===== config.mk =====
export PLATFORM = sky130hd
export DESIGN_NAME = msc_data_group_header_parser
export DESIGN_NICKNAME = d
export VERILOG_FILES = /design/src/hw/rtl/msc_dg_pkg.sv /design/src/hw/rtl/msc_dg_accum.sv /design/src/hw/rtl/msc_dg_decode.sv /design/src/hw/rtl/msc_data_group_header_parser.sv
export SDC_FILE = /design/constraint.sdc
export NUM_CORES = 1
export LEC_CHECK = 0
export ABC_AREA = 1
export BUFFER_PORTS_ARGS = -buffer_cell sky130_fd_sc_hd__buf_2
export CORE_ASPECT_RATIO = 1.75
export CORE_MARGIN = 3
export CORE_UTILIZATION = 30
export DETAILED_ROUTE_END_ITERATION = 7
export PLACE_DENSITY = 0.55
export SLEW_MARGIN = 20
export SYNTH_ARGS = -nofsm -noshare
export SYNTH_HDL_FRONTEND = slang
export SYNTH_HIERARCHICAL = 1
export SYNTH_SLANG_ARGS = --single-unit

===== constraint.sdc =====
create_clock -name clock -period 10.64 [get_ports clock]
set_input_delay 1.064 -clock clock [delete_from_list [all_inputs] [get_ports clock]]
set_output_delay 1.064 -clock clock [all_outputs]
set_load 0.05 [all_outputs]

===== src/hw/rtl/msc_dg_pkg.sv =====
// Shared constants, types and the CRC-16 byte update for the data group parser.
`timescale 1ns / 1ps
`default_nettype none
package msc_dg_pkg;

   localparam int MAX_GROUP_BYTES = 8192;
   localparam int IDX_W = $clog2(MAX_GROUP_BYTES + 2);
   localparam int HOLD_BYTES = 8;

   localparam logic [15:0] CRC_POLY = 16'h1021;
   localparam logic [15:0] CRC_INIT = 16'hFFFF;
   localparam logic [15:0] CRC_XOR_OUT = 16'hFFFF;

   localparam logic [1:0] TAIL_FULL = 2'd2;

   localparam logic [3:0] ST_OK         = 4'd0;
   localparam logic [3:0] ST_HDR_SHORT  = 4'd1;
   localparam logic [3:0] ST_EXT_SHORT  = 4'd2;
   localparam logic [3:0] ST_SEG_SHORT  = 4'd3;
   localparam logic [3:0] ST_UA_SHORT   = 4'd4;
   localparam logic [3:0] ST_TID_SHORT  = 4'd5;
   localparam logic [3:0] ST_EUA_SHORT  = 4'd6;
   localparam logic [3:0] ST_NO_CRC     = 4'd7;
   localparam logic [3:0] ST_CRC_BAD    = 4'd8;
   localparam logic [3:0] ST_TOO_LONG   = 4'd9;

   localparam int PF_EXT = 0;
   localparam int PF_SEG = 1;
   localparam int PF_UA  = 2;
   localparam int PF_TID = 3;
   localparam int PF_CRC = 4;

   typedef struct packed {
      logic [IDX_W-1:0]          count;
      logic [7:0]                flags;
      logic [HOLD_BYTES-1:0][7:0] hold;
      logic [15:0]               crc;
      logic [15:0]               tail;
   } snap_type;

   typedef struct packed {
      logic [3:0]  status;
      logic [3:0]  group_type;
      logic [3:0]  continuity;
      logic [3:0]  repetition;
      logic [4:0]  present_flags;
      logic [15:0] extension_value;
      logic        segment_last;
      logic [14:0] seg_number;
      logic [15:0] tid_value;
      logic [3:0]  end_address_length;
      logic [13:0] data_offset;
      logic [13:0] data_length;
   } result_type;

   function automatic logic [15:0] crc16_byte(input logic [15:0] crc, input logic [7:0] b);
      logic [15:0] c;
      c = crc ^ {b, 8'h00};
      for (int k = 0; k < 8; k++) begin
         if (c[15]) begin
            c = {c[14:0], 1'b0} ^ CRC_POLY;
         end else begin
            c = {c[14:0], 1'b0};
         end
      end
      return c;
   endfunction

endpackage
`default_nettype wire


===== src/hw/rtl/msc_dg_accum.sv =====
// Per-byte accumulation of count, header bytes, delayed tail and running CRC.
`timescale 1ns / 1ps
`default_nettype none
module msc_dg_accum
   import msc_dg_pkg::*;
(
   input  wire logic       clock,
   input  wire logic       reset,
   input  wire logic       accept,
   input  wire logic [7:0] data_byte,
   input  wire logic       last_byte,
   output snap_type        snap_next
);

   logic [IDX_W-1:0]           count_ff, count_in;
   logic [7:0]                 flags_ff, flags_in;
   logic [HOLD_BYTES-1:0][7:0] hold_ff, hold_in;
   logic [15:0]                crc_ff, crc_in;
   logic [15:0]                tail_ff, tail_in;
   logic [1:0]                 tail_cnt_ff, tail_cnt_in;

   logic [IDX_W-1:0]           count_upd;
   logic [7:0]                 flags_upd;
   logic [HOLD_BYTES-1:0][7:0] hold_upd;
   logic [15:0]                crc_upd;
   logic [15:0]                tail_upd;
   logic [1:0]                 tail_cnt_upd;

   always_comb begin
      crc_upd = (tail_cnt_ff == TAIL_FULL) ? crc16_byte(crc_ff, tail_ff[15:8]) : crc_ff;
      tail_upd = {tail_ff[7:0], data_byte};
      tail_cnt_upd = (tail_cnt_ff == TAIL_FULL) ? TAIL_FULL : tail_cnt_ff + 2'd1;
      flags_upd = (count_ff == '0) ? data_byte : flags_ff;
      for (int i = 0; i < HOLD_BYTES; i++) begin
         hold_upd[i] = (count_ff == IDX_W'(i + 1)) ? data_byte : hold_ff[i];
      end
      count_upd = (count_ff <= IDX_W'(MAX_GROUP_BYTES)) ? count_ff + 1'b1 : count_ff;

      snap_next = '{count: count_upd, flags: flags_upd, hold: hold_upd,
                    crc: crc_upd, tail: tail_upd};

      count_in = count_ff;
      flags_in = flags_ff;
      hold_in = hold_ff;
      crc_in = crc_ff;
      tail_in = tail_ff;
      tail_cnt_in = tail_cnt_ff;
      if (accept) begin
         if (last_byte) begin
            count_in = '0;
            flags_in = '0;
            hold_in = '0;
            crc_in = CRC_INIT;
            tail_in = '0;
            tail_cnt_in = '0;
         end else begin
            count_in = count_upd;
            flags_in = flags_upd;
            hold_in = hold_upd;
            crc_in = crc_upd;
            tail_in = tail_upd;
            tail_cnt_in = tail_cnt_upd;
         end
      end
   end

   always_ff @(posedge clock) begin
      if (reset) begin
         count_ff <= '0;
         flags_ff <= '0;
         hold_ff <= '0;
         crc_ff <= CRC_INIT;
         tail_ff <= '0;
         tail_cnt_ff <= '0;
      end else begin
         count_ff <= count_in;
         flags_ff <= flags_in;
         hold_ff <= hold_in;
         crc_ff <= crc_in;
         tail_ff <= tail_in;
         tail_cnt_ff <= tail_cnt_in;
      end
   end

endmodule
`default_nettype wire


===== src/hw/rtl/msc_dg_decode.sv =====
// Header decode, length checks and CRC comparison for one finished data group.
`timescale 1ns / 1ps
`default_nettype none
module msc_dg_decode
   import msc_dg_pkg::*;
(
   input  snap_type   snap,
   output result_type result
);

   localparam int NW = IDX_W + 1;

   function automatic logic [7:0] hdr_at(input snap_type s, input logic [3:0] idx);
      logic [7:0] v;
      v = 8'h00;
      if (idx == 4'd0) begin
         v = s.flags;
      end else begin
         for (int i = 0; i < HOLD_BYTES; i++) begin
            if (idx == 4'(i + 1)) begin
               v = s.hold[i];
            end
         end
      end
      return v;
   endfunction

   logic [NW-1:0] n;
   logic [4:0]    cur;
   logic [7:0]    h0;
   logic [7:0]    h1;
   logic [7:0]    ua;
   logic [7:0]    sb;
   logic [3:0]    tb;
   logic [3:0]    nea;
   logic          done;

   always_comb begin
      result = '0;
      n = NW'(snap.count);
      cur = 5'd2;
      h0 = snap.flags;
      h1 = snap.hold[0];
      ua = 8'h00;
      sb = 8'h00;
      tb = 4'd0;
      nea = 4'd0;
      done = 1'b0;
      if (n > NW'(MAX_GROUP_BYTES)) begin
         result.status = ST_TOO_LONG;
      end else if (n < NW'(2)) begin
         result.status = ST_HDR_SHORT;
      end else begin
         result.group_type = h0[3:0];
         result.continuity = h1[7:4];
         result.repetition = h1[3:0];
         result.present_flags[PF_CRC] = h0[6];
         if (h0[7]) begin
            if (n < NW'(cur) + NW'(2)) begin
               result.status = ST_EXT_SHORT;
               done = 1'b1;
            end else begin
               result.extension_value = {hdr_at(snap, cur[3:0]), hdr_at(snap, cur[3:0] + 4'd1)};
               result.present_flags[PF_EXT] = 1'b1;
               cur = cur + 5'd2;
            end
         end
         if (!done && h0[5]) begin
            if (n < NW'(cur) + NW'(2)) begin
               result.status = ST_SEG_SHORT;
               done = 1'b1;
            end else begin
               sb = hdr_at(snap, cur[3:0]);
               result.segment_last = sb[7];
               result.seg_number = {sb[6:0], hdr_at(snap, cur[3:0] + 4'd1)};
               result.present_flags[PF_SEG] = 1'b1;
               cur = cur + 5'd2;
            end
         end
         if (!done && h0[4]) begin
            if (n < NW'(cur) + NW'(1)) begin
               result.status = ST_UA_SHORT;
               done = 1'b1;
            end else begin
               ua = hdr_at(snap, cur[3:0]);
               cur = cur + 5'd1;
               result.present_flags[PF_UA] = 1'b1;
               tb = ua[4] ? 4'd2 : 4'd0;
               if (n < NW'(cur) + NW'(tb)) begin
                  result.status = ST_TID_SHORT;
                  done = 1'b1;
               end else begin
                  if (ua[4]) begin
                     result.tid_value = {hdr_at(snap, cur[3:0]),
                                         hdr_at(snap, cur[3:0] + 4'd1)};
                     result.present_flags[PF_TID] = 1'b1;
                     cur = cur + 5'd2;
                  end
                  nea = ua[3:0] - tb;
                  if (ua[3:0] < tb || n < NW'(cur) + NW'(nea)) begin
                     result.status = ST_EUA_SHORT;
                     done = 1'b1;
                  end else begin
                     cur = cur + 5'(nea);
                     result.end_address_length = nea;
                  end
               end
            end
         end
         if (!done) begin
            if (h0[6]) begin
               if (n < NW'(cur) + NW'(2)) begin
                  result.status = ST_NO_CRC;
               end else if ((snap.crc ^ CRC_XOR_OUT) != snap.tail) begin
                  result.status = ST_CRC_BAD;
               end else begin
                  result.status = ST_OK;
                  result.data_offset = 14'(cur);
                  result.data_length = 14'(n - NW'(cur) - NW'(2));
               end
            end else begin
               result.status = ST_OK;
               result.data_offset = 14'(cur);
               result.data_length = 14'(n - NW'(cur));
            end
         end
      end
   end

endmodule
`default_nettype wire


===== src/hw/rtl/msc_data_group_header_parser.sv =====
// Top level of the data group header parser: byte intake, snapshot and result registers.
`timescale 1ns / 1ps
`default_nettype none
// The parser takes one byte of a data group per cycle and, on the byte marked last,
// returns one summary item with a status code and the decoded header fields. A new
// byte can be accepted in every cycle, including the byte right after a last byte;
// the input only stalls while a summary waits in both register stages and the result
// item is not being taken. rsp_valid is set by two register stages: the snapshot
// of the group with its final CRC-16 update, loaded with the last byte, then the
// header decode and CRC comparison into the result register. Groups longer than
// MAX_GROUP_BYTES bytes are reported as too long.
module msc_data_group_header_parser
   import msc_dg_pkg::*;
(
   input  wire logic        clock,
   input  wire logic        reset,
   input  wire logic        req_valid,
   output logic             req_ready,
   input  wire logic [7:0]  req_data_byte,
   input  wire logic        req_last_byte,
   output logic             rsp_valid,
   input  wire logic        rsp_ready,
   output logic [3:0]       rsp_status,
   output logic [3:0]       rsp_group_type,
   output logic [3:0]       rsp_continuity,
   output logic [3:0]       rsp_repetition,
   output logic [4:0]       rsp_present_flags,
   output logic [15:0]      rsp_extension_value,
   output logic             rsp_segment_last,
   output logic [14:0]      rsp_seg_number,
   output logic [15:0]      rsp_tid_value,
   output logic [3:0]       rsp_end_address_length,
   output logic [13:0]      rsp_data_offset,
   output logic [13:0]      rsp_data_length
);

   logic       accept;
   logic       rsp_adv;
   logic       snap_adv;
   snap_type   snap_next;
   snap_type   snap_ff, snap_in;
   logic       snap_valid_ff, snap_valid_in;
   result_type decoded;
   result_type result_ff, result_in;
   logic       rsp_valid_ff, rsp_valid_in;

   assign rsp_adv = !rsp_valid_ff || rsp_ready;
   assign snap_adv = !snap_valid_ff || rsp_adv;
   assign req_ready = snap_adv;
   assign accept = req_valid && req_ready;

   msc_dg_accum u_accum (
      .clock     (clock),
      .reset     (reset),
      .accept    (accept),
      .data_byte (req_data_byte),
      .last_byte (req_last_byte),
      .snap_next (snap_next)
   );

   msc_dg_decode u_decode (
      .snap   (snap_ff),
      .result (decoded)
   );

   always_comb begin
      snap_valid_in = snap_valid_ff;
      snap_in = snap_ff;
      if (snap_adv) begin
         snap_valid_in = accept && req_last_byte;
      end
      if (accept && req_last_byte) begin
         snap_in = snap_next;
      end

      rsp_valid_in = rsp_valid_ff;
      result_in = result_ff;
      if (rsp_adv) begin
         rsp_valid_in = snap_valid_ff;
         if (snap_valid_ff) begin
            result_in = decoded;
         end
      end
   end

   always_ff @(posedge clock) begin
      if (reset) begin
         snap_valid_ff <= 1'b0;
         rsp_valid_ff <= 1'b0;
      end else begin
         snap_valid_ff <= snap_valid_in;
         rsp_valid_ff <= rsp_valid_in;
      end
   end

   always_ff @(posedge clock) begin
      snap_ff <= snap_in;
      result_ff <= result_in;
   end

   assign rsp_valid = rsp_valid_ff;
   assign rsp_status = result_ff.status;
   assign rsp_group_type = result_ff.group_type;
   assign rsp_continuity = result_ff.continuity;
   assign rsp_repetition = result_ff.repetition;
   assign rsp_present_flags = result_ff.present_flags;
   assign rsp_extension_value = result_ff.extension_value;
   assign rsp_segment_last = result_ff.segment_last;
   assign rsp_seg_number = result_ff.seg_number;
   assign rsp_tid_value = result_ff.tid_value;
   assign rsp_end_address_length = result_ff.end_address_length;
   assign rsp_data_offset = result_ff.data_offset;
   assign rsp_data_length = result_ff.data_length;

endmodule
`default_nettype wire


* After elaboration in Yosys (flattened, before gate mapping)
Index checks and enable logic that the tools add are counted.
Cells by class: shifts and indexed selects 0, add/sub/neg operators 16, divide/modulo/power cells 0, equal/unequal tests 50, $lt $le $gt $ge 10, bitwise gates (word level) 15, multipliers 0, reductions and logical operators 29, muxes and demuxes 130
Operators with widths (count):
- 8-bit 2-to-1 mux | 46
- 5-bit 2-to-1 mux | 31
- 13-bit 2-to-1 mux | 8
- 4-bit by 3-bit == test with 1-bit output, second input constant | 20
- 14-bit by 15-bit < comparator with 1-bit output | 5
- 64-bit 2-to-1 mux | 1
- 19-bit 2-to-1 mux | 3
- 14-bit by 3-bit == test with 1-bit output, second input constant | 4
- 16-bit 2-to-1 mux | 3
- 4-bit 2-to-1 mux | 11
- 4-bit by 2-bit == test with 1-bit output, second input constant | 10
- 14-bit by 2-bit == test with 1-bit output, second input constant | 2
- 14-bit 2-to-1 mux | 2
- 3-bit NOT | 8
- 4-bit by 1-bit == test with 1-bit output, second input constant | 5
- 4-bit == test, second input constant | 5
- 4-bit zero test | 5
- 1-bit 2-to-1 mux | 17
- 17-bit 2-to-1 mux | 1
- 16-bit inequality test | 1
- 16-bit NOT | 1
- 16-bit XOR | 1
- 14-bit by 1-bit adder with 14-bit output, second input constant | 1
- 14-bit by 1-bit == test with 1-bit output, second input constant | 1
- other kinds (31) | 58
Storage, ports and cells: memories 0, register bits 341, bits in latches 0, ROM bits 0, output and inout port bits 103, RAM bits 0, logic and storage cells 295, input port bits 13

* Depth between registers and ports, before layout
depth in word-level cells 48, mapped depth 54, depth with buffers taken out 53

* By module
The synthesis kept the hierarchy.
By module, submodules not included:
- msc_data_group_header_parser | area an instance 6686.4 um^2, instances 1, cells an instance 236
- msc_dg_accum | area an instance 6468.7 um^2, instances 1, cells an instance 1018
- msc_dg_decode | area an instance 3319.4 um^2, instances 1, cells an instance 572

* Least setup slack after synthesis
OpenSTA, ideal clock, no wires.
path type register -> register, start register snap_ff[111] (netlist bit), end register result_ff (netlist bit rsp_data_length[13]), data pin, arrival time 7.208 ns, stages on the path, launching flop included 53, path buffers 2, setup time 0.252 ns, slack 3.180 ns, cells stage by stage edfxtp_1 nor2_2 nand2_2 nor2_4 nand2_4 inv_4 nand2_2 nand2_4 inv_2 nand3_4 clkinv_1 ha_1 inv_1 clkbuf_1 clkbuf_1 o21ai_0 ha_1 ha_1 (+17 left out) nor2_1 nor2_1 ha_1 inv_1 fa_1 nand3_1 nand3_1 a211o_1 nor3_1 xnor2_1 nand2_1 inv_1 nand4_1 nor2_1 nand2_1 xor2_1 inv_1 nor2_4
Between the ends: cells in the longest elaborated chain, start to end 45, elaborated cells on any way between the ends 87
RTL lines:
- start, declared | line msc_data_group_header_parser.sv:41 | snap_type snap_ff, snap_in;
- start signal, assigned | line msc_data_group_header_parser.sv:97 | snap_ff <= snap_in;
- 14-bit by 3-bit < comparator with 1-bit output | line msc_dg_decode.sv:59 | if (n < NW'(cur) + NW'(2)) begin
- 3-bit 2-to-1 mux | line msc_dg_decode.sv:59
- 3-bit 2-to-1 mux | line msc_dg_decode.sv:58 | if (h0[7]) begin
- 5-bit 2-to-1 mux | line msc_dg_decode.sv:51 | end else if (n < NW'(2)) begin
- 5-bit 2-to-1 mux | line msc_dg_decode.sv:49 | if (n > NW'(MAX_GROUP_BYTES)) begin
- 5-bit by 2-bit adder with 6-bit output | line msc_dg_decode.sv:69 | if (n < NW'(cur) + NW'(2)) begin
- 14-bit by 15-bit < comparator with 1-bit output | line msc_dg_decode.sv:69
- 5-bit 2-to-1 mux | line msc_dg_decode.sv:69
- (+29 left out)
- 5-bit 2-to-1 mux | line msc_dg_decode.sv:80 | if (!done && h0[4]) begin
- 5-bit 2-to-1 mux | line msc_dg_decode.sv:51
- 5-bit 2-to-1 mux | line msc_dg_decode.sv:49
- 14-bit by 5-bit subtractor with 14-bit output | line msc_dg_decode.sv:119, msc_dg_decode.sv:124
- 14-bit by 2-bit subtractor with 14-bit output | line msc_dg_decode.sv:119 | result.data_length = 14'(n - NW'(cur) - NW'(2));
- 19-bit 2-to-1 mux | line msc_dg_decode.sv:114 | end else if ((snap.crc ^ CRC_XOR_OUT) != snap.tail) begin
- 19-bit 2-to-1 mux | line msc_dg_decode.sv:112 | if (n < NW'(cur) + NW'(2)) begin
- 19-bit 2-to-1 mux | line msc_dg_decode.sv:111 | if (h0[6]) begin
- end signal, assigned | line msc_data_group_header_parser.sv:98 | result_ff <= result_in;
- end, declared | line msc_data_group_header_parser.sv:44 | result_type result_ff, result_in;
Several ways; a longest one is shown, not always the timed one. The select of a mux whose other input is x is not followed. A chain may end at the register's enable or synchronous reset.

* Worst setup path after layout
start register snap_ff[106] (netlist bit), end register result_ff (netlist bit rsp_data_length[5]), data pin
The elaborated chain is that of the path after synthesis.

==> impl_metrics.sql <==
INSERT INTO impl_metrics (metric_group, metric, value, unit) VALUES
('finish', 'final_std_cell_area_no_fill', '18700', 'µm²'),
('setup_path', 'cp.arrival', '9.16', 'ns'),
('route', 'total_detailed_routing_wirelength', '42600', 'µm'),
('sta', 'timing.clock.skew', '0.0185', 'ns'),
('cts', 'cts_hold_buf', '0', ''),
('route', 'wl_per_cell', '16.3', 'µm'),
('setup_path', 'criticalPathCategory', 'reg -> reg', ''),
('setup_path', 'worst-r2r-setup-slack', '1.71', 'ns'),
('synthesis', 'ys_seq_area_share', '54.7', '%'),
('cts', 'cts_tree', 'built', ''),
('finish', 'finish.net_count', '1953', ''),
('cts', 'cts_made_buffers', '34', ''),
('placement', 'gp_congestion', '0.881', ''),
('setup_path', 'cp-end-kind', 'flop', ''),
('sta', 'timing.setup.tns', '0', 'ns'),
('synthesis', 'post_synth_inst_count', '1826', ''),
('setup_path', 'worstReg2RegEnd', 'rsp_data_length[5]', ''),
('cts', 'clockRootBuffer', 'sky130_fd_sc_hd__clkbuf_16', ''),
('finish', 'flow.area_growth_from_synthesis', '13.6', '%'),
('floorplan', 'io_pins', '116', ''),
('setup_path', 'crit_slowest_cell', 'sky130_fd_sc_hd__o21ai_4', ''),
('synthesis', 'postSynth.topFlopCell', 'sky130_fd_sc_hd__edfxtp_1', ''),
('sta', 'timing.final.setup_violations', '0', ''),
('finish', 'most-common-layout-cells', '509 x sky130_fd_sc_hd__nand2_1, 219 x sky130_fd_sc_hd__edfxtp_1, 153 x sky130_fd_sc_hd__inv_1', ''),
('hold_path', 'min_delay_worst_endpoint', 'snap_ff[10]', ''),
('finish', 'antennaDiodeCount', '0', ''),
('finish', 'layout.cells.most_common', 'sky130_fd_sc_hd__nand2_1', ''),
('setup_path', 'max_stage_delay', '0.74', 'ns'),
('setup_path', 'crit_fanout', '23', ''),
('grt', 'first_global_vias', '12100', ''),
('route', 'dr_total_vias', '12500', ''),
('grt', 'pin_count_of_the_biggest_net_entering_global_routing', '91', ''),
('route', 'drcViolationCount', '0', ''),
('sta', 'post-route-period-util', '83.9', '%'),
('power', 'maximum_vdd_drop', '0.0768', 'mV'),
('synthesis', 'post_synth_num_cell_types', '54', ''),
('synthesis', 'syn-mean-instance-area', '9.02', 'µm²'),
('route', 'via_per_inst', '4.77', ''),
('route', 'first_pass_iters', '5', ''),
('hold_path', 'hp-class', 'reg -> reg', ''),
('synthesis', 'synth_simple_gate_area_share', '22.8', '%'),
('floorplan', 'fp.dieW', '183', 'µm'),
('finish', 'post_route_cells_drive_above_1_share', '13.6', '%'),
('sta', 'rsz0062_at_grt', 'no', ''),
('sta', 'tightestPinTransition', '1.06', 'ns'),
('cts', 'cts.path.max_buffers', '3', ''),
('synthesis', 'synthesis.yosys.warnings', '6', ''),
('placement', 'post-dp-hpwl', '30600', 'µm'),
('sta', 'finalHoldViolations', '0', ''),
('synthesis', 'synth-edff-count', '219', ''),
('hold_path', 'timing.hold.worst_path_depth', '0', ''),
('synthesis', 'synthesized_area_fraction_occupied_by_ao_oa_aoi_and_oai_cells', '9.85', '%'),
('hold_path', 'hold_path_startpoint', 'u_accum/tail_ff[2]', ''),
('setup_path', 'worstSetupStartpointType', 'flop', ''),
('sta', 'maxSlewViolCount', '0', ''),
('placement', 'dpl-instance-area', '17600', 'µm²'),
('cts', 'clock-sinks', '341', ''),
('floorplan', 'chipHeight', '316', 'µm'),
('setup_path', 'reg2reg_from', 'snap_ff[106]', ''),
('grt', 'globalRoute.totalOverflow', '0', ''),
('setup_path', 'reg2reg_depth', '46', ''),
('sta', 'min_period', '8.93', 'ns'),
('status', 'status', 'finished, final reports clean', ''),
('synthesis', 'synth_adder_area_share', '2.90', '%'),
('power', 'p_leak', '7.17', 'nW'),
('route', 'first_iter_violations', '755', ''),
('cts', 'worst_skew_pair.late_latency', '0.53', 'ns'),
('grt', 'grt_first_pass_wirelength', '65900', 'µm'),
('route', 'final_antenna_net_count', '0', ''),
('synthesis', 'synthXorXnorAreaFrac', '2.71', '%'),
('setup_path', 'critPathMostFrequentCell', 'sky130_fd_sc_hd__inv_1', '');
## per-layer routing
layer | part of all wire (%) | track usage [%] | vias up
met5 | 0 | 0 | -
met1 | 39 | 15.9 | 5908
met2 | 53 | 27.3 | 298
met4 | 4.4 | 7.00 | 0
met3 | 3.9 | 1.45 | 95
li1 | - | - | 6199
## power breakdown
group          switching, W  internal (W)  leakage (nW)  total [W]
registers         0.0000189       0.00144          3.02    0.00146
clock network      0.000509      0.000743         0.560    0.00125
logic              0.000231     0.0000832          3.59   0.000314
total              0.000759       0.00227          7.17    0.00303
## state kept, by name (all words and copies together) (netlist names), 5 cells and up
register and cells:
rsp_extension_value 16, rsp_data_length 14, u_accum/flags_ff 8, rsp_present_flags 5, u_accum/count_ff 14, u_accum/tail_ff 16, u_accum/crc_ff 16, snap_ff 118
u_accum/hold_ff 64, rsp_data_offset 14, rsp_seg_number 15, rsp_tid_value 16
## cells by family after synthesis
group / count (synthesis)
flip-flops: 341
adder cells (fa/ha/maj): 37
other: 2
XOR/XNOR: 51
AND/OR/NAND/NOR: 855
buffers and inverters: 264
AO/OA/AOI/OAI: 276
## critical path: cells and delay by family, from the launching register on
kind / cells / cell delay (ns)
buffers and inverters: 12 / 1.48
and+or+nand+nor: 19 / 2.65
adders and majority gates: 7 / 1.99
DFF: 1 / 0.57
AOI/OAI and AO/OA: 8 / 1.97
## area by class of cell
type	instances	area, µm²
clock buffers	44	972
repair buffers	127	668
flip-flops and latches	341	9020
inverters	167	629
well taps	690	863
fillers	5621	35600
multi-input cells	1232	6380
clock inverters	18	189
## synth_stat cells, types with 7 or more instances
library cell | count | share of area (%)
sky130_fd_sc_hd__nand2_1 | 509 | 12
sky130_fd_sc_hd__edfxtp_1 | 219 | 40
sky130_fd_sc_hd__inv_1 | 153 | 3.5
sky130_fd_sc_hd__nor2_1 | 136 | 3.1
sky130_fd_sc_hd__a21oi_1 | 122 | 3.7
sky130_fd_sc_hd__dfxtp_1 | 122 | 15
sky130_fd_sc_hd__nand3_1 | 106 | 3.2
sky130_fd_sc_hd__o21ai_0 | 64 | 1.9
sky130_fd_sc_hd__clkbuf_1 | 48 | 1.1
sky130_fd_sc_hd__ha_1 | 35 | 2.7
sky130_fd_sc_hd__xnor2_1 | 28 | 1.5
sky130_fd_sc_hd__buf_4 | 26 | 1.2
sky130_fd_sc_hd__xor2_1 | 23 | 1.2
sky130_fd_sc_hd__and2_1 | 19 | 0.72
sky130_fd_sc_hd__a211oi_1 | 18 | 0.82
sky130_fd_sc_hd__o221ai_1 | 16 | 0.85
sky130_fd_sc_hd__o21ai_2 | 15 | 0.80
sky130_fd_sc_hd__buf_2 | 14 | 0.43
sky130_fd_sc_hd__nand2_2 | 13 | 0.49
sky130_fd_sc_hd__nor3_1 | 13 | 0.39
sky130_fd_sc_hd__nor2_4 | 12 | 0.82
sky130_fd_sc_hd__a31oi_1 | 10 | 0.38
sky130_fd_sc_hd__nand2_4 | 9 | 0.62
sky130_fd_sc_hd__o21ai_1 | 9 | 0.27
sky130_fd_sc_hd__o22ai_1 | 9 | 0.34
sky130_fd_sc_hd__inv_2 | 8 | 0.18
sky130_fd_sc_hd__nand4_1 | 8 | 0.30
sky130_fd_sc_hd__nor2_2 | 7 | 0.27
## worst max path at each step
stage | from | to | slack, ns | depth (start not counted)
after CTS | snap_ff[113] | rsp_data_length[5] | 1.77 | 45
after detailed placement | snap_ff[113] | rsp_data_length[13] | 1.81 | 50
after floorplan | snap_ff[111] | rsp_data_length[13] | 3.18 | 52
after global routing | snap_ff[109] | rsp_data_length[6] | 1.02 | 46
after global placement | snap_ff[106] | rsp_data_length[13] | 1.99 | 51
final | snap_ff[106] | rsp_data_length[5] | 1.71 | 46
## per-stage QoR
step	hold WS [ns]	power, W	std cells	utilization, %	setup slack, ns
6_report	0.457	0.00303	2619	34.5	1.71
5_1_grt	0.476	0.00315	2619	34.5	1.02
4_1_cts	0.457	0.00307	2619	34.5	1.77
3_5_place_dp	0.439	0.00181	2557	32.3	1.81
3_3_place_gp	0.442	0.00180	2557	32.3	1.99
2_1_floorplan	0.445	0.00172	1837	-	3.18
Note: power is estimated with default switching activity, not from simulation.
